[src/hw/rtl/rpls_ram.sv]
// Generic single-write, single-read synchronous RAM with registered read.
// No dependencies.
`default_nettype none
module rpls_ram #(
  parameter int WIDTH = 8,
  parameter int DEPTH = 16
) (
  input  wire logic                     clk_i,
  input  wire logic                     we_i,
  input  wire logic [$clog2(DEPTH)-1:0] waddr_i,
  input  wire logic [WIDTH-1:0]         wdata_i,
  input  wire logic                     re_i,
  input  wire logic [$clog2(DEPTH)-1:0] raddr_i,
  output logic      [WIDTH-1:0]         rdata_o
);

  logic [WIDTH-1:0] mem_q [DEPTH];

  always_ff @(posedge clk_i) begin
    if (we_i) begin
      mem_q[waddr_i] <= wdata_i;
    end
  end

  always_ff @(posedge clk_i) begin
    if (re_i) begin
      rdata_o <= mem_q[raddr_i];
    end
  end

endmodule
`default_nettype wire

[config.mk]
export PLATFORM = sky130hd
export DESIGN_NAME = rpls_ram
export DESIGN_NICKNAME = d
export VERILOG_FILES = /design/src/hw/rtl/rpls_ram.sv
export SDC_FILE = /design/constraint.sdc
export NUM_CORES = 1
export LEC_CHECK = 0
export ABC_AREA = 1
export BUFFER_PORTS_ARGS = -buffer_cell sky130_fd_sc_hd__buf_2
export CORE_MARGIN = 2
export CORE_UTILIZATION = 60
export CTS_CLUSTER_DIAMETER = 100
export CTS_CLUSTER_SIZE = 16
export DETAILED_ROUTE_END_ITERATION = 12
export GPL_ROUTABILITY_DRIVEN = 0
export PLACE_DENSITY = 0.8
export SYNTH_ARGS = -nofsm -noshare
export SYNTH_HDL_FRONTEND = slang
export SYNTH_SLANG_ARGS = --single-unit
[constraint.sdc]
create_clock -name clk_i -period 2.2 [get_ports clk_i]
set_input_delay 0.33 -clock clk_i [delete_from_list [all_inputs] [get_ports clk_i]]
set_output_delay 0.33 -clock clk_i [all_outputs]
set_load 0.01 [all_outputs]
==> summary.md <==
| Metric | Value |
|---|---|
| Unrepaired setup endpoints after global routing | `no` |
| Setup violation total in the final timing report | `0` |
| Max capacitance violation total | `0` |
| Depth of the critical timing path with buffers and inverters included | `1` |
| Fillcell total | `~660` |
| Number of antenna-violating nets in the routed design | `0` |
| Largest net degree at the start of global routing | `65` |
| Number of global-route vias before repair | `3848` |
| List of cells traversed by the critical path | `buf_2` |
| Outcome | `finished clean` |
| Critical path start-end classification | `flip-flop to output port` |
| Maximum clock insertion buffer count | `2` |
| Root buffer selected by CTS | `sky130_fd_sc_hd__clkbuf_8` |
| Routed wire per std cell | `17.6 um` |
| F_max | `694 MHz` |
| Fraction of layout instances using a drive strength above 1 | `around 11%` |
| Pins over their slew limit | `0` |
| Power density normalized to cell area | `907 nW/um2` |
| Post-Syn Instances | `551` |
| Length of the first detailed-routing pass in iterations | `9` |
| Worst min-delay path class | `input port to flip-flop` |
| Number of hold buffers added after cts | `0` |
| Nets in the synthesized netlist | `570` |
| Top cells by area, synth | `sky130_fd_sc_hd__edfxtp_1 (70%), sky130_fd_sc_hd__nand2_1 (11%), sky130_fd_sc_hd__nand3_1 (8.3%), sky130_fd_sc_hd__inv_1 (6.4%), sky130_fd_sc_hd__buf_6 (1.2%)` |
| Number of cells on the worst hold path | `1` |
| Hold violation total from the final report | `0` |
| Number of buffers added by the clock tree synthesis step | `17` |
| Lkg Pwr | `2.85 nW` |
| Wire length reported by the detailed router | `12800 um` |
| Net count, final | `600` |
| Avg Cell Area, Syn | `10.6 um2` |
| Syn Std Cell Area | `5850 um2` |
| Worst hold slack across all endpoints | `approximately 0.17 ns` |
| Height of the die | `103 um` |
| Antenna diode count | `0` |
| Number of levels in the clock H-tree | `4` |
| Worst-path clk slew | `around 0.060 ns` |
| Layout Skew | `0.00459 ns` |
| Logic depth of the worst register-to-register path | `6` |
| Largest area contributor in the synthesized netlist | `sky130_fd_sc_hd__edfxtp_1` |
| Overall overflow remaining after global route | `0` |
| DRC violation count after routing | `0` |
| Die X | `103 um` |
| Cell type group with the largest total delay on the critical path | `flip-flops` |
| Count of buffering cells on the critical path with inverters included | `1` |
| Proportion of netlist area held by the largest area contributor | `69.8%` |
| Number of rows created at floorplan | `36` |
| Via Count | `3968` |
| TritonCTS clock tree | `built` |
| Port Buf Inserts | `26` |
| Tmin final | `1.44 ns` |
| Commonest non-fill, non-tap cells in the layout | `sky130_fd_sc_hd__nand2_1 (173), sky130_fd_sc_hd__edfxtp_1 (136), sky130_fd_sc_hd__inv_1 (100)` |
| Vias per Instance | `5.47` |
| Critical-path maximum fanout | `1` |
| Required time at the worst-slack endpoint | `approximately 1.9 ns` |
| Slew margin rel. | `47.9%` |
| Critical path data arrival time | `roughly 1.1 ns` |
| Wire length of the first global-routing pass | `approximately 20000 um` |
| Count of cells resized by post-cts repair | `0` |
| Yosys synthesis warning count | `0` |
| Post-synthesis sequential area ratio | `69.8%` |
| Number of antenna violations at the first check in global routing | `0` |
| Initial core utilization | `60.9%` |
| Initial DRC Count | `about 370` |
| Sum of negative setup slack | `0 ns` |
| Clock latency on the worst-skew pair | `0.53 ns` |
| Detailed Place HPWL | `7690 um` |
| Worst setup EP type | `output port` |
| Most common library cell in the layout ignoring fill and taps | `sky130_fd_sc_hd__nand2_1` |
| Largest incremental delay on the critical path | `roughly 0.42 ns` |
| Aggregate global-route resource usage | `26.1%` |
| Crit path max-delay cell type | `sky130_fd_sc_hd__edfxtp_1` |
| I/O pin cnt | `27` |
| Highest ir drop seen on vdd | `1000 uV` |
| Post-synthesis register bit count | `between 100 and 150` |
| Slew @ Worst Pin | `0.779 ns` |
| Full die area | `between 10000 and 15000 um2` |
| Number of post-CTS setup repair buffers | `0` |
| Critical Path Source Type | `flip-flop` |
| Synth cell types | `11` |
| Sink count of the clock tree | `136` |
| Core area | `roughly 9600 um2` |
| Area growth, synth to finish | `13.6%` |
| Share of the cycle needed by the critical path after routing | `65.5%` |
## power breakdown
part | switching [mW] | leakage, nW | internal (mW) | total, mW
Combinational | 0.254 | 1.35 | 0.0977 | 0.352
Sequential | 0.0158 | 1.24 | 2.92 | 2.94
Clock | 1.03 | 0.268 | 1.71 | 2.74
Total | 1.30 | 2.85 | 4.73 | 6.03
## cell usage after synthesis
master,count
sky130_fd_sc_hd__buf_6,6
sky130_fd_sc_hd__edfxtp_1,136
sky130_fd_sc_hd__inv_2,2
sky130_fd_sc_hd__nor2_1,17
sky130_fd_sc_hd__nand3b_1,2
sky130_fd_sc_hd__nand3_1,97
sky130_fd_sc_hd__inv_1,100
sky130_fd_sc_hd__buf_2,13
sky130_fd_sc_hd__buf_4,4
sky130_fd_sc_hd__buf_1,1
sky130_fd_sc_hd__nand2_1,173
## worst paths after layout
path               startpoint          to  slack (ns)
setup / recovery   rdata_o[2]  rdata_o[2]        0.76
hold / removal           re_i  rdata_o[2]        0.17
setup reg to reg  mem_q[3][7]  rdata_o[7]        1.02
hold reg to reg   mem_q[8][7]  rdata_o[7]        0.77
## layer usage
| layer | global-route usage [%] | part of all wire, % | vias to the layer above |
|---|---|---|---|
| met5 | 0 | 0 | - |
| met4 | 11.7 | 2.6 | 0 |
| met3 | 7.86 | 9.3 | 37 |
| met2 | 41.3 | 48 | 227 |
| met1 | 33.6 | 40 | 1865 |
| li1 | - | - | 1839 |
## area by class of cell
| cell class | instances | area [um2] | area share [%] |
|---|---|---|---|
| clock buffers | 18 | 418 | 6.29 |
| repair buffers | 35 | 223 | 3.35 |
| well taps | 133 | 166 | 2.51 |
| multi-input cells | 289 | 1210 | 18.3 |
| flip-flops and latches | 136 | 4080 | 61.5 |
| inverters | 102 | 383 | 5.76 |
| clock inverters | 13 | 155 | 2.34 |
## stage by stage
| stage | total power, mW | instance area [um2] | std cells | utilization [%] | worst slack (ns) |
|---|---|---|---|---|---|
| 2_1_floorplan | 3.20 | 5850 | 551 | - | 0.919 |
| 3_3_place_gp | 3.32 | 6070 | 695 | 63.3 | 0.532 |
| 3_5_place_dp | 3.33 | 6070 | 695 | 63.3 | 0.484 |
| 4_1_cts | 6.04 | 6640 | 726 | 69.2 | 0.752 |
| 5_1_grt | 6.17 | 6640 | 726 | 69.2 | 0.740 |
| 6_report | 6.03 | 6640 | 726 | 69.2 | 0.759 |
## cell families (layout without fill, tap and decap cells)
kind of cell           Yosys count  in the layout  share of synthesized area, %
AND/OR/NAND/NOR                289            289                          20.8
flip-flops                     136            136                          69.8
buffers and inverters          126            168                          9.39
## flip-flops by register name, indices dropped and copies added (netlist names)
register	flops
rdata_o	8
mem_q	128
Power figures use the tool's default switching activity.
