==> config.mk <==
export PLATFORM = sky130hd
export DESIGN_NAME = rpls_loader
export DESIGN_NICKNAME = d
export VERILOG_FILES = /design/src/hw/rtl/rpls_pkg.sv /design/src/hw/rtl/rpls_loader.sv
export SDC_FILE = /design/constraint.sdc
export NUM_CORES = 1
export LEC_CHECK = 0
export ABC_AREA = 0
export ABC_CLOCK_PERIOD_IN_PS = 7000
export BUFFER_PORTS_ARGS = -buffer_cell sky130_fd_sc_hd__buf_2
export CAP_MARGIN = 25
export CORE_ASPECT_RATIO = 0.75
export CORE_MARGIN = 2
export CORE_UTILIZATION = 62
export CTS_CLUSTER_SIZE = 12
export DETAILED_ROUTE_END_ITERATION = 12
export PLACE_DENSITY = 0.87
export SLEW_MARGIN = 10
export SYNTH_ARGS = -nofsm -noshare
export SYNTH_HDL_FRONTEND = slang
export SYNTH_SLANG_ARGS = --single-unit
==> constraint.sdc <==
create_clock -name clk_i -period 7 [get_ports clk_i]
set_clock_uncertainty 0.15 [all_clocks]
set_input_delay 1.4 -clock clk_i [delete_from_list [all_inputs] [get_ports clk_i]]
set_output_delay 1.4 -clock clk_i [all_outputs]
set_load 0.01 [all_outputs]
==> src/hw/rtl/rpls_pkg.sv <==
// Shared constants and types for the row projection line segmenter.
// No dependencies; imported by the loader, scanner, core and bench.
`default_nettype none
package rpls_pkg;

  localparam int MAX_ROWS  = 1024;
  localparam int MAX_COLS  = 1024;

  localparam int ADDR_W    = $clog2(MAX_ROWS);
  localparam int ROW_W     = $clog2(MAX_ROWS + 1);
  localparam int CNT_W     = $clog2(MAX_COLS + 1);
  localparam int WT_W      = $clog2(MAX_ROWS * MAX_COLS + 1);
  localparam int RATIO_W   = 6;
  localparam int OUT_ROW_W = 10;

  localparam int PROD_W    = CNT_W + ROW_W;
  localparam int LHS_W     = PROD_W + 4;
  localparam int RHS_W     = RATIO_W + WT_W;
  localparam int CMP_W     = (LHS_W > RHS_W) ? LHS_W : RHS_W;

  localparam logic [RATIO_W-1:0] RATIO_RESET = RATIO_W'(11);

  localparam logic REQ_PIXEL = 1'b0;
  localparam logic REQ_FETCH = 1'b1;

  typedef enum logic [1:0] {
    SC_IDLE,
    SC_READ,
    SC_MULT,
    SC_TEST
  } scan_state_e;

  typedef struct packed {
    logic             loaded;
    logic [ROW_W-1:0] row_total;
    logic [WT_W-1:0]  white_total;
    logic             scan_clr;
  } ldr_status_t;

  typedef struct packed {
    logic              we;
    logic [ADDR_W-1:0] addr;
    logic [CNT_W-1:0]  data;
  } ram_wr_t;

endpackage
`default_nettype wire

==> src/hw/rtl/rpls_loader.sv <==
// Pixel loader: counts white pixels of the current row, keeps totals,
// and writes each closed row's count to the row count RAM. Uses rpls_pkg.
`default_nettype none
module rpls_loader (
  input  wire logic                 clk_i,
  input  wire logic                 rst_ni,
  input  wire logic                 pix_fire_i,
  input  wire logic                 pixel_white_i,
  input  wire logic                 row_end_i,
  input  wire logic                 image_end_i,
  output rpls_pkg::ram_wr_t         ram_wr_o,
  output rpls_pkg::ldr_status_t     status_o
);
  import rpls_pkg::*;

  logic             loaded_q, loaded_d;
  logic [ROW_W-1:0] rt_q, rt_d;
  logic [WT_W-1:0]  wt_q, wt_d;
  logic [CNT_W-1:0] col_q, col_d;
  logic [CNT_W-1:0] cnt_q, cnt_d;

  logic [ROW_W-1:0] rt_eff;
  logic [WT_W-1:0]  wt_eff;
  logic [CNT_W-1:0] col_eff;
  logic [CNT_W-1:0] cnt_base;

  // a pixel after a finished image starts a new one
  assign rt_eff  = loaded_q ? '0 : rt_q;
  assign wt_eff  = loaded_q ? '0 : wt_q;
  assign col_eff = loaded_q ? '0 : col_q;
  assign cnt_base = (col_eff == '0) ? '0 : cnt_q;

  always_comb begin
    loaded_d = loaded_q;
    rt_d     = rt_q;
    wt_d     = wt_q;
    col_d    = col_q;
    cnt_d    = cnt_q;
    ram_wr_o = '0;
    if (pix_fire_i) begin
      loaded_d = 1'b0;
      rt_d     = rt_eff;
      wt_d     = wt_eff;
      col_d    = col_eff;
      cnt_d    = cnt_base;
      if (rt_eff < ROW_W'(MAX_ROWS)) begin
        if (col_eff < CNT_W'(MAX_COLS)) begin
          col_d = col_eff + CNT_W'(1);
          if (pixel_white_i && (cnt_base < CNT_W'(MAX_COLS))) begin
            cnt_d = cnt_base + CNT_W'(1);
            wt_d  = wt_eff + WT_W'(1);
          end
        end
        // image end always closes a row here: this pixel made it non-empty
        if (row_end_i || image_end_i) begin
          ram_wr_o.we   = 1'b1;
          ram_wr_o.addr = ADDR_W'(rt_eff);
          ram_wr_o.data = cnt_d;
          rt_d          = rt_eff + ROW_W'(1);
          col_d         = '0;
        end
      end
      if (image_end_i) begin
        col_d    = '0;
        loaded_d = 1'b1;
      end
    end
  end

  always_ff @(posedge clk_i or negedge rst_ni) begin
    if (!rst_ni) begin
      loaded_q <= 1'b0;
      rt_q     <= '0;
      wt_q     <= '0;
      col_q    <= '0;
    end else begin
      loaded_q <= loaded_d;
      rt_q     <= rt_d;
      wt_q     <= wt_d;
      col_q    <= col_d;
    end
  end

  always_ff @(posedge clk_i) begin
    cnt_q <= cnt_d;
  end

  assign status_o.loaded      = loaded_q;
  assign status_o.row_total   = rt_q;
  assign status_o.white_total = wt_q;
  assign status_o.scan_clr    = pix_fire_i && (loaded_q || image_end_i);

endmodule
`default_nettype wire

==> metrics.md, run 1 <==
| Metric | Value |
|---|---|
| Pin count of the biggest net entering global routing | `45` |
| Worst skew pair latency | `0.32 ns` |
| Clock H-tree levels | `2` |
| Hold/Removal Path Class | `flop to flop` |
| Initial antenna violation count | `0` |
| Final WS setup | `1.43 ns` |
| Via count | `3537` |
| Post-synthesis sequential area ratio | `0.373` |
| Leakage | `1.80 nW` |
| Crit path DAT | `4.02 ns` |
| RSZ-0062 raised after global routing | `no` |
| Final setup vio count | `0` |
| Initial detailed-routing violation count | `347` |
| Row Count | `24` |
| Vias in the first global route | `3296` |
| Die Wd | `94.8 um` |
| Area contributors post-synth | `dfrtp_1 (29%), edfxtp_1 (8.6%), nand2_1 (6.8%), xnor2_1 (4.8%), nand3_1 (2.9%)` |
| CTS tree | `built` |
| Cts repair resizes | `0` |
| Cell Pwr Density | `157 nW/um^2` |
| Grt ovf | `0` |
| Io pins | `62` |
| Drt first pass iters | `6` |
| Final instance area | `4270 sq um` |
| TNS Setup | `0 ns` |
| Synth cell types | `59` |
| Post-CTS Setup Repair Bufs | `0` |
| Yosys top cell area share | `0.287` |
| Synthesized Nets | `446` |
| MaxCap Viol Count | `0` |
| FILL cells | `473` |
| Crit end category | `output pin` |
| Crit start category | `flop` |
| Maximum fanout along the worst path | `32` |
| Synth-to-Final Area Change | `11.4%` |
| Slew Limit Fails | `0` |
| Post-route ant nets | `0` |
| Peak Freq | `180 MHz` |
| PortBufs | `61` |
| Final core occ | `0.725` |
| Layout Cells excl Fill | `556` |
| CTS sink cnt | `55` |
| Post-CTS Hold Fix Bufs | `0` |
| Antenna cells | `0` |
| Syn avg cell area | `8.83 sq um` |
| Critical path's slowest cell | `dfrtp_1` |
| Total CTS buffers | `5` |
| Fraction of layout cells with a size suffix above 1 | `0.182` |
| Tcrit/Tclk final | `0.795` |
| VDD IR max | `0.000104 V` |
| Synth async-reset ratio | `0.800` |
| DRC violations left | `0` |
| Hold Slack | `0.354 ns` |
| First-pass GRT wire length | `15900 um` |
| Gpl congestion | `0.904` |
| Synth Instances | `434` |
| Worst slew pin tran | `0.977 ns` |
| Synthesized area | `3830 sq um` |
| Yosys warns | `0` |
| Initial core utilization | `0.651` |
| Outcome | `finished clean` |
| Reg clk slew, reported paths | `0.10 ns` |
| Via density | `6.36` |
| Most common cell on crit path | `ha_1` |
| Final #Nets | `490` |
| Tot Pwr | `0.669 mW` |
| Relative slew slack | `0.347` |
| Total Routed Length | `9400 um` |
| Core area | `5890 sq um` |
| Die Y | `72.1 um` |
| Commonest cells in the netlist | `nand2_1 (69), dfrtp_1 (44), nand3_1 (22)` |
| Worst-path cell chain | `inv_1 -> nand2_1 -> ha_1 -> nor4b_4 -> a31oi_1 -> buf_4 -> and2_1 -> ha_1 -> and3_1 -> a31o_2 -> a21oi_1 -> buf_2` |
| Post-synth EDFFs | `11` |
| Hold Fails Final Rpt | `0` |
| Req. time, crit path | `5.45 ns` |
| Top-count cell post-synth | `nand2_1` |
| Placed insts | `547` |
| DP Worst Slack | `1.82 ns` |
| Slowest Stage Delay on Critical Path | `0.92 ns` |
| Setup CP Type | `flop to output pin` |
| Die Area | `6840 sq um` |
| Wirelength per Cell | `16.9 um` |
| Gr usage total | `0.295` |
| CTS root buf | `clkbuf_8` |
| Post-layout min period | `5.57 ns` |
| Post-synth top flop | `dfrtp_1` |
| Synth Register Bits | `55` |
| Cell accounting for the most synthesized area | `dfrtp_1` |
| Post-DP Area | `4130 sq um` |
| CTS Buffer Depth | `2` |
| HPWL Detailed | `6640 um` |
[power breakdown]
part	internal (mW)	switching, mW	total (mW)
Combinational	0.0406	0.0720	0.113
Sequential	0.340	0.0209	0.361
Clock	0.0908	0.105	0.196
Total	0.471	0.198	0.669
[final cells by class]
| type | instances | area [sq um] | area share |
|---|---|---|---|
| sequential | 55 | 1430 | 0.335 |
| inverter | 15 | 56.3 | 0.0132 |
| multi-input combinational | 336 | 2220 | 0.521 |
| tap | 78 | 97.6 | 0.0229 |
| timing repair buffer | 65 | 363 | 0.0850 |
| clock buffer | 7 | 97.6 | 0.0229 |
[worst paths after layout]
| check | start | end | slack, ns | cells past startpoint |
|---|---|---|---|---|
| min | wt_q[19]$_DFFE_PN0P_ | wt_q[19]$_DFFE_PN0P_ | 0.35 | 1 |
| max reg2reg | loaded_q$_DFFE_PN0P_ | cnt_q[8]$_DFFE_PP_ | 3.12 | 11 |
| min reg2reg | wt_q[19]$_DFFE_PN0P_ | wt_q[19]$_DFFE_PN0P_ | 0.35 | 1 |
| min in group asynchronous | rst_ni | rt_q[0]$_DFFE_PN0P_ | 0.90 | 1 |
| max in group asynchronous | rst_ni | wt_q[1]$_DFFE_PN0P_ | 5.31 | 2 |
| max | loaded_q$_DFFE_PN0P_ | ram_wr_o[8] | 1.43 | 12 |
[sequential cells by signal, indices dropped and copies added (netlist names)]
name / flops
wt_q: 21
cnt_q: 11
rt_q: 11
loaded_q: 1
col_q: 11
[placed cells by master (no fill, tap or decap), types with 2 or more instances in the layout]
master | netlist | final
dfrtp_1 | 44 | 44
nand4b_1 | 2 | 2
o2111ai_1 | 6 | 6
mux2i_1 | 9 | 9
xor2_1 | 11 | 11
nand2_1 | 69 | 69
a31oi_1 | 3 | 3
edfxtp_1 | 11 | 11
and3_1 | 13 | 13
and3b_1 | 3 | 3
a2111oi_2 | 6 | 6
a21oi_1 | 18 | 18
nand3b_1 | 4 | 4
nand2b_1 | 8 | 8
clkbuf_8 | 0 | 5
nor2b_1 | 9 | 9
a311o_1 | 2 | 2
buf_4 | 1 | 2
o22ai_1 | 3 | 3
xnor2_1 | 21 | 21
inv_1 | 15 | 15
a32o_1 | 6 | 6
and4b_1 | 3 | 3
a211oi_1 | 5 | 5
a2111oi_1 | 6 | 6
nand4_1 | 16 | 16
buf_2 | 5 | 61
a22o_1 | 3 | 3
a31o_2 | 2 | 2
o211ai_1 | 5 | 5
and2_1 | 15 | 15
nor3_1 | 4 | 4
o21a_1 | 2 | 2
nand3_1 | 22 | 22
ha_1 | 6 | 6
o21ai_0 | 10 | 10
or3_1 | 3 | 3
nor4_1 | 4 | 4
nor2_1 | 18 | 18
a21o_1 | 2 | 2
[cells by family after synthesis]
kind of cell / after synthesis / share of synthesized area
buffers and inverters: 43 / 0.0467
adders and majority gates: 6 / 0.0196
muxes: 10 / 0.0264
xor gates and xnor gates: 32 / 0.0731
AOI/OAI and AO/OA: 86 / 0.174
DFF: 55 / 0.373
and+or+nand+nor: 202 / 0.287
[worst max-delay path, delay by kind of cell, from the launching register on]
family,cells,cell delay [ns]
and+or+nand+nor,4,1.03
DFF,1,0.92
buffers and inverters,3,0.78
AOI/OAI and AO/OA,3,0.52
adders and majority gates,2,0.46
[layer usage]
metal | up-vias | share of wire | global-route usage
met1 | 1686 | 0.44 | 0.438
met2 | 177 | 0.46 | 0.448
met4 | 0 | 0.015 | 0.0853
met5 | - | 0 | 0
li1 | 1656 | - | -
met3 | 18 | 0.090 | 0.0509
Note: power is estimated with default switching activity, not from simulation.
==> run 2: changes to the inputs <==
--- a/config.mk
+++ b/config.mk
@@ -5,16 +5,16 @@
 export SDC_FILE = /design/constraint.sdc
 export NUM_CORES = 1
 export LEC_CHECK = 0
-export ABC_AREA = 0
-export ABC_CLOCK_PERIOD_IN_PS = 7000
+export ABC_AREA = 1
+export ABC_CLOCK_PERIOD_IN_PS = 4500
 export BUFFER_PORTS_ARGS = -buffer_cell sky130_fd_sc_hd__buf_2
 export CAP_MARGIN = 25
 export CORE_ASPECT_RATIO = 0.75
 export CORE_MARGIN = 2
-export CORE_UTILIZATION = 62
+export CORE_UTILIZATION = 51
 export CTS_CLUSTER_SIZE = 12
 export DETAILED_ROUTE_END_ITERATION = 12
-export PLACE_DENSITY = 0.87
+export PLACE_DENSITY = 0.78
 export SLEW_MARGIN = 10
 export SYNTH_ARGS = -nofsm -noshare
 export SYNTH_HDL_FRONTEND = slang
==> constraint.sdc (replaced) <==
create_clock -name clk_i -period 4.5 [get_ports clk_i]
set_clock_uncertainty 0.15 [all_clocks]
set_input_delay 0.9 -clock clk_i [delete_from_list [all_inputs] [get_ports clk_i]]
set_output_delay 0.9 -clock clk_i [all_outputs]
set_load 0.01 [all_outputs]
==> run 2 against run 1 <==
  * Synthesized area decreased by 6.2%
  * Highest routed layer unchanged
  * Sequential share of layout area up 1.6 points
  * Sequential power rose by 52%
  * Utilization fell by 13 points
==> metrics.md, run 2 <==
| Metric | Value |
|---|---|
| Synth cell types | `36 (-39%)` |
| Total CTS buffers | `5 (unchanged)` |
| Die Wd | `101 um (+6.5%)` |
| Critical path depth in cells | `14 (+2)` |
| Most flop-heavy register | `wt_q` |
| Setup CP Type | `flop to output pin` |
| Post-synth EDFFs | `11 (unchanged)` |
| Vias in the first global route | `3201 (-2.9%)` |
| Area of the multi-input gates | `1840 sq um (-17%)` |
| Gpl congestion | `0.927 (+2.6%)` |
| Max reg flops | `21 (unchanged)` |
| Worst skew pair latency | `0.32 ns (about the same)` |
| Row Count | `26 (+8.3%)` |
| Post-CTS Setup Repair Bufs | `0 (unchanged)` |
| Largest family of logic cells by synthesized area | `simple AND/OR/NAND/NOR gates` |
| FF-to-FF Start | `loaded_q$_DFFE_PN0P_` |
| Crit end category | `output pin` |
| Top-count cell post-synth | `nand2_1` |
| Synth async-reset ratio | `0.800 (unchanged)` |
| Fraction of layout cells with a size suffix above 1 | `0.183 (+0.000986)` |
| Post-synth top flop | `dfrtp_1` |
| Commonest non-fill, non-tap cell in the layout | `nand2_1` |
| Die Y | `76.7 um (+6.4%)` |
| Crit start category | `flop` |
| Xor/xnor share of the synthesized area | `0.0682 (-0.00489)` |
| VDD IR max | `0.000160 V (+53%)` |
| CTS root buf | `clkbuf_8` |
| HPWL Detailed | `6830 um (+2.8%)` |
| Pin count of the biggest net entering global routing | `45 (unchanged)` |
| Worst slew pin tran | `0.562 ns (-0.415 ns)` |
| Reg2Reg Depth | `13 (+2)` |
| Peak Freq | `239 MHz` |
| Final core occ | `0.597 (-0.128)` |
| Initial antenna violation count | `0 (unchanged)` |
| Initial detailed-routing violation count | `263 (-24%)` |
| Critical path's slowest cell | `dfrtp_1` |
| Via count | `3457 (-2.3%)` |
| Worst path bufs/invs | `3 (unchanged)` |
| DRC violations left | `0 (unchanged)` |
| Tcrit/Tclk final | `0.929` |
| Layout Cells excl Fill | `625 (+12%)` |
| Reg clk slew, reported paths | `0.10 ns (about the same)` |
| Critical R2R Capture | `cnt_q[4]$_DFFE_PP_` |
| Clock H-tree levels | `2 (unchanged)` |
| FILL cells | `614 (+30%)` |
| Storage cell area | `1430 sq um (unchanged)` |
| TNS Setup | `0 ns (unchanged)` |
| CTS sink cnt | `55 (unchanged)` |
| Grt ovf | `0 (unchanged)` |
| R2R setup slack | `1.45 ns (-1.67 ns)` |
| Slew Limit Fails | `0 (unchanged)` |
| RSZ-0062 raised after global routing | `no` |
| Yosys top cell area share | `0.306 (+0.0191)` |
| Leakage | `1.95 nW (+8.3%)` |
| Mux share of post-synthesis cell area | `0 (-0.0264)` |
| Die Area | `7740 sq um (+13%)` |
| Req. time, crit path | `3.45 ns (-2.00 ns)` |
| Post-route ant nets | `0 (unchanged)` |
| Hold/Removal Path Class | `input pin to asynchronous set/reset pin` |
| Slowest Stage Delay on Critical Path | `0.48 ns (-0.44 ns)` |
| Tot Pwr | `1.01 mW (+51%)` |
| Worst-path cell chain | `clkinv_2 -> nand2_1 -> nand2_1 -> nor2_2 -> nand3_4 -> inv_1 -> nor2_1 -> ha_1 -> nand2_1 -> nand3b_1 -> nor3_2 -> nand4_1 -> a21oi_1 -> buf_2` |
| Most frequent cells in the layout | `nand2_1 (109), inv_1 (64), nor2_1 (61), buf_2 (61), dfrtp_1 (44)` |
| Synth-to-Final Area Change | `13.4%` |
| Compound-gate portion of the synthesized area | `0.0696 (-0.104)` |
| Relative slew slack | `0.625 (+0.278)` |
| Drt first pass iters | `5 (-1)` |
| Via density | `5.53 (-13%)` |
| Cell Pwr Density | `248 nW/um^2 (+58%)` |
| CTS Buffer Depth | `2 (unchanged)` |
| Outcome | `finished clean` |
| Hold Fails Final Rpt | `0 (unchanged)` |
| CP endpoint | `ram_wr_o[10]` |
| Final setup vio count | `0 (unchanged)` |
| Final #Nets | `552 (+13%)` |
| Io pins | `62 (unchanged)` |
| Synthesized Nets | `494 (+11%)` |
| Area contributors post-synth | `dfrtp_1 (31%), nand2_1 (11%), edfxtp_1 (9.2%), inv_1 (6.7%), nor2_1 (6.4%)` |
| Placed insts | `616 (+13%)` |
| Initial core utilization | `0.526 (-0.125)` |
| Synth Area in Simple Gates | `0.352 (+0.0650)` |
| Synth Instances | `482 (+11%)` |
| PortBufs | `61 (unchanged)` |
| CTS tree | `built` |
| Synthesized area | `3590 sq um (-6.2%)` |
| Post-layout min period | `4.18 ns` |
| Total Routed Length | `9310 um (-0.97%)` |
| Antenna cells | `0 (unchanged)` |
| Cell accounting for the most synthesized area | `dfrtp_1` |
| Delay-heaviest family, CP | `simple AND/OR/NAND/NOR gates` |
| Post-synthesis sequential area ratio | `0.398 (+0.0248)` |
| Maximum fanout along the worst path | `30 (-6.3%)` |
| Most common cell on crit path | `nand2_1` |
| First-pass GRT wire length | `15400 um (-3.0%)` |
| MaxCap Viol Count | `0 (unchanged)` |
| Gr usage total | `0.248 (-0.0467)` |
| Synth Register Bits | `55 (unchanged)` |
| Crit path DAT | `3.13 ns (-0.89 ns)` |
| Syn avg cell area | `7.46 sq um (-16%)` |
| Yosys warns | `0 (unchanged)` |
| Wirelength per Cell | `14.9 um (-12%)` |
| Commonest cells in the netlist | `nand2_1 (109), inv_1 (64), nor2_1 (61)` |
| Crit path launch | `loaded_q$_DFFE_PN0P_` |
| Core area | `6830 sq um (+16%)` |
| Adder-cell area share of the yosys netlist | `0.0209 (+0.00130)` |
==> run 2: power breakdown <==
part	internal [mW]	leakage (nW)	switching, mW
logic	0.0480	1.18	0.106
clock network	0.144	0.0496	0.166
registers	0.530	0.718	0.0179
total	0.722	1.95	0.289
==> run 2: layout make-up <==
class,count,share of cell area
Multi-Input combinational cell,346,0.450
Timing Repair Buffer,65,0.0853
Tap cell,84,0.0258
Inverter,67,0.0620
Sequential cell,55,0.351
Clock buffer,7,0.0239
Clock inverter,1,0.00184
==> run 2: kinds of logic (layout without fill, tap and decap cells) <==
| logic type | count (synthesis) | count (layout) |
|---|---|---|
| AND/OR/NAND/NOR | 267 | 267 |
| buffers and inverters | 81 | 140 |
| flip-flops | 55 | 55 |
| AO/OA/AOI/OAI | 45 | 45 |
| XOR/XNOR | 28 | 28 |
| adder cells (fa/ha/maj) | 6 | 6 |
==> run 2: worst min-delay path by stage <==
stage / startpoint / endpoint / slack (ns) / cells past startpoint
global placement: col_q[2]$_DFFE_PN0P_ / col_q[2]$_DFFE_PN0P_ / 0.36 / 2
floorplan: col_q[4]$_DFFE_PN0P_ / col_q[4]$_DFFE_PN0P_ / 0.33 / 2
CTS: col_q[2]$_DFFE_PN0P_ / col_q[2]$_DFFE_PN0P_ / 0.38 / 2
global route: rst_ni / wt_q[10]$_DFFE_PN0P_ / 0.39 / 1
finish: rst_ni / wt_q[10]$_DFFE_PN0P_ / 0.37 / 1
detailed placement: col_q[2]$_DFFE_PN0P_ / col_q[2]$_DFFE_PN0P_ / 0.36 / 2
==> run 2: repair_timing <==
action,in CTS,in global routing
gates resized for setup,0,1
hold buffers,0,0
endpoints found under the setup margin,0,3
==> run 2: stage by stage <==
step / area (sq um) / hold slack, ns / setup slack (ns)
global route: 4080 / 0.394 / 0.0457
global placement: 3950 / 0.361 / 0.746
finish: 4080 / 0.370 / 0.319
floorplan: 3590 / 0.325 / 0.911
detailed placement: 3950 / 0.360 / 0.616
CTS: 4060 / 0.383 / 0.259
==> run 2: layer usage <==
metal	share of wire	GRT usage
met1	0.48	0.366
met2	0.45	0.384
met3	0.065	0.0365
met4	0.013	0.0622
met5	0	0
