`config.mk`:
```
export PLATFORM = sky130hd
export DESIGN_NAME = rpls_scanner_flat
export DESIGN_NICKNAME = d
export VERILOG_FILES = /design/src/hw/rtl/rpls_pkg.sv /design/src/hw/rtl/rpls_chan_if.sv /design/src/hw/rtl/rpls_scanner.sv /design/src/flat_wrapper.sv
export SDC_FILE = /design/constraint.sdc
export NUM_CORES = 1
export LEC_CHECK = 0
export BUFFER_PORTS_ARGS = -buffer_cell sky130_fd_sc_hd__buf_4
export CAP_MARGIN = 20
export CORE_MARGIN = 2
export CORE_UTILIZATION = 64
export CTS_CLUSTER_DIAMETER = 80
export DETAILED_ROUTE_END_ITERATION = 16
export GPL_TIMING_DRIVEN = 0
export PLACE_DENSITY = 0.94
export SYNTH_ARGS = -nofsm -noshare
export SYNTH_HDL_FRONTEND = slang
export SYNTH_SLANG_ARGS = --single-unit
export TNS_END_PERCENT = 100
```
`constraint.sdc`:
```
create_clock -name clk_i -period 6.9 [get_ports clk_i]
set_input_delay 1.035 -clock clk_i [delete_from_list [all_inputs] [get_ports clk_i]]
set_output_delay 1.035 -clock clk_i [all_outputs]
set_load 0.01 [all_outputs]
```
`src/hw/rtl/rpls_pkg.sv`:
```
// Shared constants and types for the row projection line segmenter.
// No dependencies; imported by the loader, scanner, core and bench.
`default_nettype none
package rpls_pkg;

  localparam int MAX_ROWS  = 1024;
  localparam int MAX_COLS  = 1024;

  localparam int ADDR_W    = $clog2(MAX_ROWS);
  localparam int ROW_W     = $clog2(MAX_ROWS + 1);
  localparam int CNT_W     = $clog2(MAX_COLS + 1);
  localparam int WT_W      = $clog2(MAX_ROWS * MAX_COLS + 1);
  localparam int RATIO_W   = 6;
  localparam int OUT_ROW_W = 10;

  localparam int PROD_W    = CNT_W + ROW_W;
  localparam int LHS_W     = PROD_W + 4;
  localparam int RHS_W     = RATIO_W + WT_W;
  localparam int CMP_W     = (LHS_W > RHS_W) ? LHS_W : RHS_W;

  localparam logic [RATIO_W-1:0] RATIO_RESET = RATIO_W'(11);

  localparam logic REQ_PIXEL = 1'b0;
  localparam logic REQ_FETCH = 1'b1;

  typedef enum logic [1:0] {
    SC_IDLE,
    SC_READ,
    SC_MULT,
    SC_TEST
  } scan_state_e;

  typedef struct packed {
    logic             loaded;
    logic [ROW_W-1:0] row_total;
    logic [WT_W-1:0]  white_total;
    logic             scan_clr;
  } ldr_status_t;

  typedef struct packed {
    logic              we;
    logic [ADDR_W-1:0] addr;
    logic [CNT_W-1:0]  data;
  } ram_wr_t;

endpackage
`default_nettype wire

```
`src/hw/rtl/rpls_chan_if.sv`:
```
// Valid/ready channels for request words and result words.
// No dependencies.
`default_nettype none


interface rpls_res_if;
  logic       valid;
  logic       ready;
  logic       has_segment;
  logic [9:0] first_row;
  logic [9:0] last_row;
  logic       scan_done;

  modport source (output valid, has_segment, first_row, last_row, scan_done, input ready);
  modport sink   (input valid, has_segment, first_row, last_row, scan_done, output ready);
endinterface
`default_nettype wire

```
`src/hw/rtl/rpls_scanner.sv`:
```
// Fetch sequencer: walks row counts from the RAM, tests each row against
// the mean threshold and returns text runs. Uses rpls_pkg and rpls_res_if.
`default_nettype none
module rpls_scanner (
  input  wire logic                          clk_i,
  input  wire logic                          rst_ni,
  input  wire logic                          fetch_fire_i,
  input  rpls_pkg::ldr_status_t              status_i,
  input  wire logic                          cfg_we_i,
  input  wire logic [rpls_pkg::RATIO_W-1:0]  cfg_wdata_i,
  input  wire logic [rpls_pkg::CNT_W-1:0]    ram_rdata_i,
  output logic                               ram_re_o,
  output logic      [rpls_pkg::ADDR_W-1:0]   ram_raddr_o,
  output logic                               accept_ok_o,
  rpls_res_if.source                         res_o
);
  import rpls_pkg::*;

  scan_state_e          state_q, state_d;
  logic [RATIO_W-1:0]   ratio_q;
  logic [RHS_W-1:0]     rhs_q;
  logic [PROD_W-1:0]    prod_q, prod_d;
  logic [ROW_W-1:0]     r_q, r_d;
  logic [ROW_W-1:0]     first_q, first_d;
  logic [ROW_W-1:0]     scan_q, scan_d;
  logic                 ext_q, ext_d;

  logic                 out_valid_q, out_valid_d;
  logic                 out_has_q, out_has_d;
  logic [OUT_ROW_W-1:0] out_first_q, out_first_d;
  logic [OUT_ROW_W-1:0] out_last_q, out_last_d;
  logic                 out_done_q, out_done_d;

  logic [ROW_W-1:0]     r_inc;
  logic                 r_more;
  logic [CMP_W-1:0]     lhs;
  logic                 is_text;
  logic                 start_ok;

  assign r_inc    = r_q + ROW_W'(1);
  assign r_more   = r_inc < status_i.row_total;
  // count * rows * 10 as two shifted copies
  assign lhs      = (CMP_W'(prod_q) << 3) + (CMP_W'(prod_q) << 1);
  assign is_text  = lhs <= CMP_W'(rhs_q);
  assign start_ok = status_i.loaded && (scan_q < status_i.row_total);

  assign accept_ok_o = (state_q == SC_IDLE) && (!out_valid_q || res_o.ready);
  assign ram_re_o    = (state_q == SC_READ);
  assign ram_raddr_o = ADDR_W'(r_q);

  always_comb begin
    state_d = state_q;
    case (state_q)
      SC_IDLE: begin
        if (fetch_fire_i && start_ok) begin
          state_d = SC_READ;
        end
      end
      SC_READ: state_d = SC_MULT;
      SC_MULT: state_d = SC_TEST;
      SC_TEST: begin
        if (r_more && (is_text || !ext_q)) begin
          state_d = SC_READ;
        end else begin
          state_d = SC_IDLE;
        end
      end
      default: state_d = SC_IDLE;
    endcase
  end

  always_comb begin
    r_d         = r_q;
    first_d     = first_q;
    scan_d      = scan_q;
    ext_d       = ext_q;
    prod_d      = prod_q;
    out_valid_d = out_valid_q && !res_o.ready;
    out_has_d   = out_has_q;
    out_first_d = out_first_q;
    out_last_d  = out_last_q;
    out_done_d  = out_done_q;
    case (state_q)
      SC_IDLE: begin
        if (fetch_fire_i) begin
          if (start_ok) begin
            r_d   = scan_q;
            ext_d = 1'b0;
          end else begin
            out_valid_d = 1'b1;
            out_has_d   = 1'b0;
            out_first_d = '0;
            out_last_d  = '0;
            out_done_d  = 1'b1;
            if (status_i.loaded) begin
              scan_d = status_i.row_total;
            end
          end
        end
      end
      SC_READ: ;
      SC_MULT: prod_d = PROD_W'(ram_rdata_i) * PROD_W'(status_i.row_total);
      SC_TEST: begin
        if (is_text) begin
          if (!ext_q) begin
            first_d = r_q;
          end
          if (r_more) begin
            ext_d = 1'b1;
            r_d   = r_inc;
          end else begin
            out_valid_d = 1'b1;
            out_has_d   = 1'b1;
            out_first_d = OUT_ROW_W'(ext_q ? first_q : r_q);
            out_last_d  = OUT_ROW_W'(r_q);
            out_done_d  = 1'b0;
            scan_d      = r_inc;
          end
        end else if (ext_q) begin
          // run ends on the row before this one
          out_valid_d = 1'b1;
          out_has_d   = 1'b1;
          out_first_d = OUT_ROW_W'(first_q);
          out_last_d  = OUT_ROW_W'(r_q - ROW_W'(1));
          out_done_d  = 1'b0;
          scan_d      = r_q;
        end else if (r_more) begin
          r_d = r_inc;
        end else begin
          out_valid_d = 1'b1;
          out_has_d   = 1'b0;
          out_first_d = '0;
          out_last_d  = '0;
          out_done_d  = 1'b1;
          scan_d      = status_i.row_total;
        end
      end
      default: ;
    endcase
    if (status_i.scan_clr) begin
      scan_d = '0;
    end
  end

  always_ff @(posedge clk_i or negedge rst_ni) begin
    if (!rst_ni) begin
      state_q     <= SC_IDLE;
      ratio_q     <= RATIO_RESET;
      scan_q      <= '0;
      ext_q       <= 1'b0;
      out_valid_q <= 1'b0;
    end else begin
      state_q     <= state_d;
      scan_q      <= scan_d;
      ext_q       <= ext_d;
      out_valid_q <= out_valid_d;
      if (cfg_we_i) begin
        ratio_q <= cfg_wdata_i;
      end
    end
  end

  always_ff @(posedge clk_i) begin
    rhs_q       <= RHS_W'(ratio_q) * RHS_W'(status_i.white_total);
    prod_q      <= prod_d;
    r_q         <= r_d;
    first_q     <= first_d;
    out_has_q   <= out_has_d;
    out_first_q <= out_first_d;
    out_last_q  <= out_last_d;
    out_done_q  <= out_done_d;
  end

  assign res_o.valid       = out_valid_q;
  assign res_o.has_segment = out_has_q;
  assign res_o.first_row   = out_first_q;
  assign res_o.last_row    = out_last_q;
  assign res_o.scan_done   = out_done_q;

  a_unloaded_done: assert property (@(posedge clk_i) disable iff (!rst_ni)
    fetch_fire_i && !status_i.loaded |=> out_valid_q && out_done_q)
    else $error("fetch before load did not return done");

  a_seg_order: assert property (@(posedge clk_i) disable iff (!rst_ni)
    out_valid_q && out_has_q |-> out_first_q <= out_last_q)
    else $error("segment first row after last row");

  a_kind: assert property (@(posedge clk_i) disable iff (!rst_ni)
    out_valid_q |-> out_has_q != out_done_q)
    else $error("result is both or neither segment and done");

  a_scan_bound: assert property (@(posedge clk_i) disable iff (!rst_ni)
    status_i.loaded |-> scan_q <= status_i.row_total)
    else $error("scan row beyond row total");

  a_read_bound: assert property (@(posedge clk_i) disable iff (!rst_ni)
    state_q == SC_READ |-> r_q < status_i.row_total)
    else $error("read of a row that was never closed");

endmodule
`default_nettype wire

```
`src/flat_wrapper.sv`:
```
// flat-port wrapper written by rule: the top's interface ports become plain ports
module rpls_scanner_flat import rpls_pkg::*;
  (clk_i, rst_ni, fetch_fire_i, status_i, cfg_we_i, cfg_wdata_i, ram_rdata_i, ram_re_o, ram_raddr_o, accept_ok_o, res_o_valid, res_o_has_segment, res_o_first_row, res_o_last_row, res_o_scan_done, res_o_ready);
  rpls_res_if res_o_i ();
  input  wire logic clk_i;
  input  wire logic rst_ni;
  input  wire logic fetch_fire_i;
  input  rpls_pkg::ldr_status_t status_i;
  input  wire logic cfg_we_i;
  input  wire logic [rpls_pkg::RATIO_W-1:0] cfg_wdata_i;
  input  wire logic [rpls_pkg::CNT_W-1:0] ram_rdata_i;
  output logic ram_re_o;
  output logic      [rpls_pkg::ADDR_W-1:0] ram_raddr_o;
  output logic accept_ok_o;
  output wire logic [$bits(res_o_i.valid)-1:0] res_o_valid;
  output wire logic [$bits(res_o_i.has_segment)-1:0] res_o_has_segment;
  output wire logic [$bits(res_o_i.first_row)-1:0] res_o_first_row;
  output wire logic [$bits(res_o_i.last_row)-1:0] res_o_last_row;
  output wire logic [$bits(res_o_i.scan_done)-1:0] res_o_scan_done;
  input wire logic [$bits(res_o_i.ready)-1:0] res_o_ready;
  assign res_o_valid = res_o_i.valid;
  assign res_o_has_segment = res_o_i.has_segment;
  assign res_o_first_row = res_o_i.first_row;
  assign res_o_last_row = res_o_i.last_row;
  assign res_o_scan_done = res_o_i.scan_done;
  assign res_o_i.ready = res_o_ready;
  rpls_scanner u_core (.clk_i(clk_i), .rst_ni(rst_ni), .fetch_fire_i(fetch_fire_i), .status_i(status_i), .cfg_we_i(cfg_we_i), .cfg_wdata_i(cfg_wdata_i), .ram_rdata_i(ram_rdata_i), .ram_re_o(ram_re_o), .ram_raddr_o(ram_raddr_o), .accept_ok_o(accept_ok_o), .res_o(res_o_i));
endmodule
```
==> results of run 1 <==
[cell families after synthesis]
kind of cell               Yosys count  share of synthesized area (%)
adders and majority gates          324                           36.3
xor gates and xnor gates            62                           3.76
AOI/OAI and AO/OA                  265                           12.4
muxes                               12                          0.910
and+or+nand+nor                    514                           16.6
buffers and inverters              337                           9.11
DFF                                113                           20.9
[area by class of cell]
cell class                      instances  area [um^2]  share of cell area, %
Timing Repair Buffer                   91          694                   4.31
Buffer                                 72          320                   1.99
Sequential cell                       113         3020                   18.7
Tap cell                              280          350                   2.17
Clock inverter                         15          186                   1.16
Inverter                              265          995                   6.17
Clock buffer                           17          425                   2.64
Multi-Input combinational cell       1177        10100                   62.8
[per-layer routing]
metal  up-vias  routed length [um]
met5         -                   0
met4         0                1550
met3       156                2940
met2       609               17600
met1      5975               14100
li1       5568                   -
[per-stage QoR]
step                util, %  setup WS (ps)
floorplan                 -            829
global placement       70.4           -229
detailed placement     70.6            216
CTS                    73.4            643
global route           73.4            350
finish                 73.4            612
[Yosys cell counts (5+ instances only)]
cell type	count	area share (%)
and2_1	77	3.3
nor2_1	87	2.3
nand4_1	10	0.43
and3_1	8	0.35
a31oi_1	5	0.22
edfxtp_1	65	14
nor3_1	16	0.55
xor2_1	12	0.73
ha_1	166	14
o21a_1	11	0.57
or3_1	5	0.22
dfrtp_1	18	3.1
a41oi_1	5	0.30
a21o_1	19	0.99
dfxtp_1	27	3.7
nand2_1	247	6.4
fa_1	158	22
inv_1	264	6.9
mux2_2	9	0.70
o21bai_1	7	0.36
nand3_1	17	0.59
o22ai_1	7	0.30
clkbuf_1	53	1.4
xnor2_1	50	3.0
a21oi_1	71	2.5
a211oi_1	27	1.4
buf_4	10	0.52
nand2b_1	12	0.52
nor2b_1	10	0.43
nor4_1	5	0.22
o21ai_0	51	1.8
o211ai_1	5	0.26
[registers in the layout, indices dropped and copies added (netlist names)]
signal,cells
u_core.res_o.first_row,10
u_core.res_o.has_segment,1
u_core.first_q,10
u_core.state_q,2
u_core.prod_q,22
u_core.ratio_q,6
u_core.r_q,11
u_core.res_o.last_row,10
u_core.scan_q,11
u_core.res_o.valid,1
u_core.rhs_q,27
u_core.ext_q,1
u_core.res_o.scan_done,1
[final timing paths]
path,startpoint,endpoint,slack [ps],cells past startpoint
min in group clk_i,u_core.first_q[1]$_DFFE_PP_,u_core.first_q[1]$_DFFE_PP_,560,2
setup reg to reg,u_core.prod_q[0]$_DFFE_PN_,u_core.first_q[0]$_DFFE_PP_,930,19
hold reg to reg,u_core.first_q[1]$_DFFE_PP_,u_core.first_q[1]$_DFFE_PP_,560,2
hold / removal,rst_ni,u_core.scan_q[8]$_DFFE_PN0P_,540,1
max in group asynchronous,rst_ni,u_core.ratio_q[0]$_DFFE_PN1P_,6030,1
setup / recovery,status_i[28],u_core.prod_q[21]$_DFFE_PN_,610,20
[report_power, final]
group / switching [mW] / internal (mW) / leakage (nW)
registers: 0.194 / 1.26 / 1.12
clock network: 0.382 / 0.552 / 0.297
logic: 3.66 / 2.51 / 6.51
total: 4.24 / 4.32 / 7.93
[layout by cell type (no fill, tap or decap), types with 10 or more instances in the layout]
cell type	instances
a211oi_1	27
nand2_1	247
nand4_1	10
dfrtp_1	18
nor3_1	16
a21oi_1	71
o21a_1	11
nand3_1	17
o21ai_0	51
buf_4	99
and2_1	77
fa_1	158
xnor2_1	50
dfxtp_1	27
nor2b_1	10
nand2b_1	12
xor2_1	12
ha_1	166
clkbuf_16	17
clkbuf_1	53
a21o_1	19
nor2_1	87
inv_1	264
edfxtp_1	65
==> reports/summary.txt, run 1 <==
Status: completed
WP data arrival: 6450 ps
CP Buf/Inv Count: 5
Final period util: 91.1%
Routed Wire Length: 36.2 mm
Reg clk slew, reported paths: 70 ps
Largest net degree at the start of global routing: 23
CP max stage cell: fa_1
GRT overflow: 0
Vias in the first global route: 12900
Hold Crit Class: in -> async
CTS root buffer: clkbuf_16
Fill count: 1472
Post-Layout Cell Count: 2030
Hold-fix buffer count after cts: 0
Post-synth EDFFs: 65
Initial antenna violation count: 0
Seq cells post-synth: 113
Drt pass-1 iters: 6
Final ANT Viol Nets: 0
Area Growth Syn to Fin: 11.6%
Post-Syn Area: 14400 um^2
Total CTS buffers: 17
Grt peak-use layer: met2
Grt met3 use: 5.83%
Max-slew headroom: 35.2%
H-tree lvl count: 4
Slowest stage delay, CP: 530 ps
CP Data Required Time: 7060 ps
Worst setup SP type: input port
Synth Warn #: 0
Detailed placement HPWL: 28.3 mm
Synth Instances: 1627
Postcts setup bufs: 0
Initial core utilization: 65.8%
Unrepaired setup endpoints after global routing: no
Final Hold Fails: 0
Met2 Use GR: 53.0%
Pwr dens: 531 nW/um^2
Crit end category: register
Pleak: 7.93 nW
# Max-Cap Violations: 0
CTS-repair resized insts: 0
WL per Instance: 17.8 um
DR DRC count: 0
Syn Area/Cell: 8.88 um^2
Post-Syn Nets: 2007
Final hold slack: 541 ps
Core Box Area: 22000 um^2
Post-synth cell types: 77
Tmin final: 6290 ps
CP most frequent cell: fa_1
I/O Pins: 91
Die height: 154 um
Die Wd: 154 um
Iter 0 DRT Violations: 1213
# rows: 54
Nets: 2117
Area post-placement: 15500 um^2
Final GP Congestion: 0.972
Final Power: 8.56 mW
Met1 GRT Util: 40.9%
Largest delay contributor family on the critical path: adder cells
Crit-path cells: buf_4 > clkbuf_1 > nand2_1 > fa_1 > fa_1 > fa_1 > inv_1 > fa_1 > inv_1 > fa_1 > inv_1 > ha_1 > or2_2 > a21oi_1 > a311o_1 > a221oi_1 > o41a_1 > a21o_1 > a21oi_1 > xnor2_1
Slew Viols, Final: 0
Clk_skew: 10.6 ps
Fmax: 0.159 GHz
Max FO, Critical Path: 10
Clock tree buffer depth: 2
N_diodes: 0
Die area: 23800 um^2
Part of the Yosys area used for sequential elements: 20.9%
WS Path Type: in -> reg
Routed vias/inst: 6.06
Port Buffer Count: 89
Vias: 12300
Clock Latency Late Sink: 420 ps
GRT Util Overall: 31.8%
CTS tree: yes
Synth async-reset ratio: 18.6%
Post-synth top flop: edfxtp_1
Maximum vdd drop: 0.280 mV
Layout cells sized above 1: 9.66%
First-pass GRT wire length: 61.4 mm
CTS Sinks: 113
Final Cell Area: 16100 um^2
Setup TNS: 0 ps
Placed insts: 1998
Final setup vio count: 0
Worst-Margin Slew: 972 ps
Power figures use the tool's default switching activity.
==> run 2, diff against run 1 <==
--- a/config.mk
+++ b/config.mk
@@ -13,6 +13,7 @@
 export DETAILED_ROUTE_END_ITERATION = 16
 export GPL_TIMING_DRIVEN = 0
 export PLACE_DENSITY = 0.94
+export RECOVER_POWER = 50
 export SYNTH_ARGS = -nofsm -noshare
 export SYNTH_HDL_FRONTEND = slang
 export SYNTH_SLANG_ARGS = --single-unit
==> run 2 against run 1 <==
The flow now finishes with violations (capacitance limit, slew limit); sequential cell count unchanged; largest power group unchanged; routed wire length increased by 0.41%; setup slack got worse by 130 ps; sequential share of layout area is 0.12 points higher; total power shrank 0.61%; highest routed layer unchanged; via count barely moved.
==> reports/summary.txt, run 2 (same netlist as run 1, synthesis figures left out) <==
Status: complete, but fails checks
Failing checks: capacitance limit, slew limit
First-pass GRT wire length: 61.4 mm
Initial core utilization: 65.8%
Max FFs per register: 27
Sw power: 4.24 mW
Worst setup SP type: input port
Largest Register: u_core.rhs_q
# rows: 54
R2R depth: 19
Nets: 2117
Vias in the first global route: 12900
Tmin final: 6410 ps
Routed Wire Length: 36.3 mm
Slew Viols, Final: 22
CP Capture Point: u_core.prod_q[21]$_DFFE_PN_
Slowest stage delay, CP: 560 ps
Final setup vio count: 0
Clock Latency Late Sink: 430 ps
Most frequent cells in the layout: inv_1, nand2_1, ha_1, fa_1, nor2_1
Area Growth Syn to Fin: 10.9%
Die height: 154 um
Port Buffer Count: 89
Fill count: 1488
GRT overflow: 0
Vias: 12300
I/O Pins: 91
N_diodes: 0
CTS-repair resized insts: 0
Final GP Congestion: 0.972
Sw frac: 49.9%
Clock tree buffer depth: 2
Hold-fix buffer count after cts: 0
Hold Crit Class: reg -> reg
Layout cells sized above 1: 8.06%
Max-slew headroom: -14.8%
Fmax: 0.156 GHz
Maximum vdd drop: 0.280 mV
CP Data Required Time: 7070 ps
Final Hold Fails: 0
WP data arrival: 6580 ps
Pleak: 7.82 nW
WS Path Type: in -> reg
Worst-Margin Slew: 1720 ps
Flop2flop setup slack: 950 ps
Routed vias/inst: 6.07
GRT Util Overall: 31.8%
Initial antenna violation count: 0
Core Box Area: 22000 um^2
Most common cell after layout, fill and taps aside: inv_1
CTS tree: yes
Setup TNS: 0 ps
WL per Instance: 17.9 um
Drt pass-1 iters: 8
Crit end category: register
Postcts setup bufs: 0
Detailed placement HPWL: 28.3 mm
Final period util: 93.0%
Worst reg2reg startpoint: u_core.prod_q[0]$_DFFE_PN_
CP most frequent cell: fa_1
H-tree lvl count: 4
DR DRC count: 0
CP max stage cell: fa_1
Clk_skew: 9.59 ps
End of the worst register-to-register path: u_core.first_q[0]$_DFFE_PP_
Unrepaired setup endpoints after global routing: no
Power share of the clock group: 11.0%
CP startpoint: status_i[25]
Comb power frac: 71.9%
Die area: 23800 um^2
CTS Sinks: 113
Final Power: 8.51 mW
Sequential share of power: 17.1%
Die Wd: 154 um
Int Power: 4.26 mW
Reg clk slew, reported paths: 60 ps
CTS root buffer: clkbuf_16
Final ANT Viol Nets: 0
Largest net degree at the start of global routing: 23
# Max-Cap Violations: 1
Pwr dens: 531 nW/um^2
Crit-path cells: clkbuf_1 > clkbuf_1 > nand2_1 > fa_1 > fa_1 > fa_1 > inv_1 > fa_1 > inv_1 > fa_1 > inv_1 > ha_1 > or2_2 > a21oi_1 > a311o_1 > a221oi_1 > o41a_1 > a21o_1 > a21oi_1 > xnor2_1
Max FO, Critical Path: 10
Largest registers: u_core.rhs_q: 27 flops, u_core.prod_q: 22 flops
Iter 0 DRT Violations: 1244
Total CTS buffers: 17
run 2: cell types whose count changed in the layout (fill, tap and decap cells not counted), sizes merged:
| cell | before | now |
|---|---|---|
| clkbuf | 70 | 110 |
| buf | 110 | 70 |
run 2: area by class of cell:
class                   count  area, um^2  share of cell area (%)
multi-input cells        1177       10100                    63.2
flip-flops and latches    113        3020                    18.9
inverters                 265         995                    6.21
repair buffers             91         593                    3.70
clock buffers              17         425                    2.66
well taps                 280         350                    2.19
plain buffers              72         320                    2.00
clock inverters            15         186                    1.16
run 2: worst min-delay path by stage:
stage                             startpoint  cells after the start                            to
3_3_place_gp     u_core.first_q[1]$_DFFE_PP_                      2   u_core.first_q[1]$_DFFE_PP_
6_report         u_core.first_q[1]$_DFFE_PP_                      2   u_core.first_q[1]$_DFFE_PP_
4_1_cts                               rst_ni                      1  u_core.scan_q[9]$_DFFE_PN0P_
2_1_floorplan    u_core.first_q[0]$_DFFE_PP_                      2   u_core.first_q[0]$_DFFE_PP_
3_5_place_dp     u_core.first_q[1]$_DFFE_PP_                      2   u_core.first_q[1]$_DFFE_PP_
5_1_grt        u_core.ratio_q[0]$_DFFE_PN1P_                      1       u_core.rhs_q[0]$_DFF_P_
run 2: worst max-delay path, delay by kind of cell:
kind | cells | cell delay, ps
buffers and inverters | 5 | 860
xor gates and xnor gates | 1 | 100
and+or+nand+nor | 2 | 460
AOI/OAI and AO/OA | 6 | 1230
adders and majority gates | 6 | 2890
run 2: stage by stage:
step,setup WS [ps],instance area [um^2],utilization [%],std cells,hold WS [ps]
4_1_cts,643,16100,73.4,2030,532
3_5_place_dp,216,15500,70.6,1998,529
3_3_place_gp,-229,15500,70.4,1996,524
6_report,486,16000,73.0,2030,561
2_1_floorplan,829,14400,-,1627,508
5_1_grt,208,16000,73.0,2030,574
run 2: power groups by stage:
stage                     clock, mW  sequential (mW)  combinational (mW)
after detailed placement          0             1.46                5.93
after global routing          0.966             1.48                6.79
after floorplan                   0             1.43                4.40
after global placement            0             1.45                5.56
after CTS                     0.933             1.45                6.07
final                         0.935             1.45                6.12
run 2: metal layers:
| layer | vias up | track usage, % | share of wire, % |
|---|---|---|---|
| li1 | 5568 | - | - |
| met1 | 6004 | 40.9 | 39 |
| met2 | 613 | 53.0 | 49 |
| met3 | 133 | 5.83 | 8.3 |
| met4 | 0 | 14.3 | 3.8 |
| met5 | - | 0 | 0 |
==> run 3, diff against run 2 <==
--- a/config.mk
+++ b/config.mk
@@ -5,6 +5,7 @@
 export SDC_FILE = /design/constraint.sdc
 export NUM_CORES = 1
 export LEC_CHECK = 0
+export ABC_AREA = 1
 export BUFFER_PORTS_ARGS = -buffer_cell sky130_fd_sc_hd__buf_4
 export CAP_MARGIN = 20
 export CORE_MARGIN = 2
==> run 3 against run 2 <==
The run still ends with capacitance limit, slew limit left; area after synthesis up 3.3%; largest power group unchanged; critical path type unchanged; worst hold slack got worse by 49 ps; core utilization down 0.72 points; critical path depth fell by 2; first-iteration DRC count grew 0.72%; total power up 2.7%.
==> reports/summary.txt, run 3 <==
Post-synth cell types: 49
Nets: 2415
CP Buf/Inv Count: 6
Hold Crit Depth: 2
Post-synth top flop: edfxtp_1
Die area: 24500 um^2
Drt pass-1 iters: 7
Clock Latency Late Sink: 430 ps
Synth async-reset ratio: 18.6%
CP max stage cell: fa_1
CTS root buffer: clkbuf_16
Synth Warn #: 0
GRT Util Overall: 31.7%
Final period util: 87.1%
Max FFs per register: 27
End of the worst register-to-register path: u_core.rhs_q[22]$_DFF_P_
Initial antenna violation count: 0
Detailed placement HPWL: 29.4 mm
Core Box Area: 22800 um^2
Seq cells post-synth: 113
Post-Syn Nets: 2307
Crit-path cells: clkbuf_1 > clkbuf_1 > nand2_1 > fa_1 > fa_1 > inv_1 > fa_1 > fa_1 > inv_1 > fa_1 > inv_1 > ha_1 > nand2_1 > nor2_1 > inv_1 > o21ai_0 > a21oi_1 > xnor2_1
Post-synth EDFFs: 65
Hold-fix buffer count after cts: 0
Worst hold start: u_core.ratio_q[0]$_DFFE_PN1P_
Clk_skew: 10.7 ps
Final Hold Fails: 0
CTS-repair resized insts: 0
Routed Wire Length: 36.9 mm
Vias: 13200
Slew Viols, Final: 22
I/O Pins: 91
Area Growth Syn to Fin: 10.3%
N_diodes: 0
Largest Register: u_core.rhs_q
Max-slew headroom: -5.41%
Status: complete, but fails checks
Final hold slack: 511 ps
GRT overflow: 0
CP Data Required Time: 7060 ps
CP startpoint: status_i[32]
WS Path Type: in -> reg
Hold Crit Class: reg -> reg
Tmin final: 6010 ps
WP data arrival: 6170 ps
Area contributors post-synth: fa_1, ha_1, edfxtp_1
Crit end category: register
WL per Instance: 15.6 um
Worst-Margin Slew: 1580 ps
Flop2flop setup slack: 2100 ps
Synth top area share: 21.2%
CTS Sinks: 113
Vias in the first global route: 13600
Port Buffer Count: 88
Worst setup SP type: input port
Postcts setup bufs: 0
Max FO, Critical Path: 10
Largest registers: u_core.rhs_q: 27 flops, u_core.prod_q: 22 flops
Post-Layout Cell Count: 2361
Initial core utilization: 65.5%
Pleak: 8.97 nW
Part of the Yosys area used for sequential elements: 20.3%
Slowest stage delay, CP: 570 ps
Layout cells sized above 1: 6.64%
DR DRC count: 0
First-pass GRT wire length: 62.5 mm
Iter 0 DRT Violations: 1253
Reg clk slew, reported paths: 60 ps
Synth Instances: 1927
Syn Area/Cell: 7.74 um^2
Levels on crit path: 18
Setup TNS: 0 ps
Final ANT Viol Nets: 0
Die Wd: 157 um
Most frequent cells in the layout: nand2_1, inv_1, ha_1, fa_1, nor2_1
Failing checks: capacitance limit, slew limit
Leading area contributor after synthesis: fa_1
Post-Syn Area: 14900 um^2
# rows: 55
Unrepaired setup endpoints after global routing: no
Pwr dens: 531 nW/um^2
Most common cell after layout, fill and taps aside: nand2_1
Final setup vio count: 0
Fill count: 1698
Count leader, synth: nand2_1
Fmax: 0.166 GHz
Largest net degree at the start of global routing: 23
Routed vias/inst: 5.60
Clock tree buffer depth: 2
CP most frequent cell: fa_1
R2R depth: 17
Largest delay contributor family on the critical path: adder cells
H-tree lvl count: 4
Final GP Congestion: 0.953
Worst reg2reg startpoint: u_core.ratio_q[1]$_DFFE_PN1P_
Maximum vdd drop: 0.324 mV
Synth cell count leaders: nand2_1, inv_1, ha_1, fa_1, nor2_1
Min-Delay Endpoint: u_core.rhs_q[0]$_DFF_P_
Die height: 157 um
# Max-Cap Violations: 1
Layout Utilization: 72.2%
Placed insts: 2329
Total CTS buffers: 17
CTS tree: yes
==> run 3: changes by cell type after synthesis, sizes merged, moves of 32 or more <==
cell	change
nand3	+60
inv	+127
and2	-74
xor2	+38
xnor2	-32
nand2	+265
a21oi	+33
==> run 3: logic make-up (layout without fill, tap and decap cells) <==
kind of cell	after synthesis	in the layout	share of synthesized area, %
adder cells (fa/ha/maj)	324	324	35.1
multiplexers	6	6	0.453
XOR/XNOR	68	68	3.99
AO/OA/AOI/OAI	209	209	7.69
AND/OR/NAND/NOR	749	749	20.5
flip-flops	113	113	20.3
buffers and inverters	458	579	12.0
==> run 3: worst max-delay path by stage <==
stage / end
final: u_core.prod_q[16]$_DFFE_PN_
after CTS: u_core.prod_q[16]$_DFFE_PN_
after global routing: u_core.prod_q[17]$_DFFE_PN_
after floorplan: u_core.prod_q[17]$_DFFE_PN_
after global placement: u_core.prod_q[17]$_DFFE_PN_
after detailed placement: u_core.prod_q[16]$_DFFE_PN_
==> run 3: layout make-up <==
cell class	count	area [um^2]	share of cell area (%)
clock buffer	17	425	2.59
multi-input combinational	1356	10100	61.4
clock inverter	15	160	0.973
inverter	391	1470	8.92
sequential	113	3020	18.4
timing repair buffer	89	563	3.42
buffer	67	319	1.94
tap	313	392	2.38
==> run 3: tightest hold or removal path, delay by kind of cell (launching register included) <==
kind                   cells  cell delay (ps)
and+or+nand+nor            1               50
buffers and inverters      1               30
DFF                        1              380
==> run 3: per-stage QoR <==
stage	worst slack, ps	area [um^2]	power [mW]
2_1_floorplan	1350	14900	6.06
6_report	893	16500	8.74
4_1_cts	1040	16600	8.71
3_5_place_dp	622	16000	7.71
3_3_place_gp	726	16000	7.43
5_1_grt	724	16500	9.56
==> run 3: power by group <==
group / leakage [nW] / internal [mW] / switching [mW]
clock network: 0.284 / 0.513 / 0.373
logic: 7.57 / 2.33 / 4.06
registers: 1.11 / 1.28 / 0.191
==> run 3: layer usage <==
layer	up-vias	global-route usage [%]	part of all wire (%)
met5	-	0	0
met4	0	15.4	4.3
li1	6203	-	-
met1	6193	39.2	39
met3	140	4.85	7.6
met2	685	54.3	49
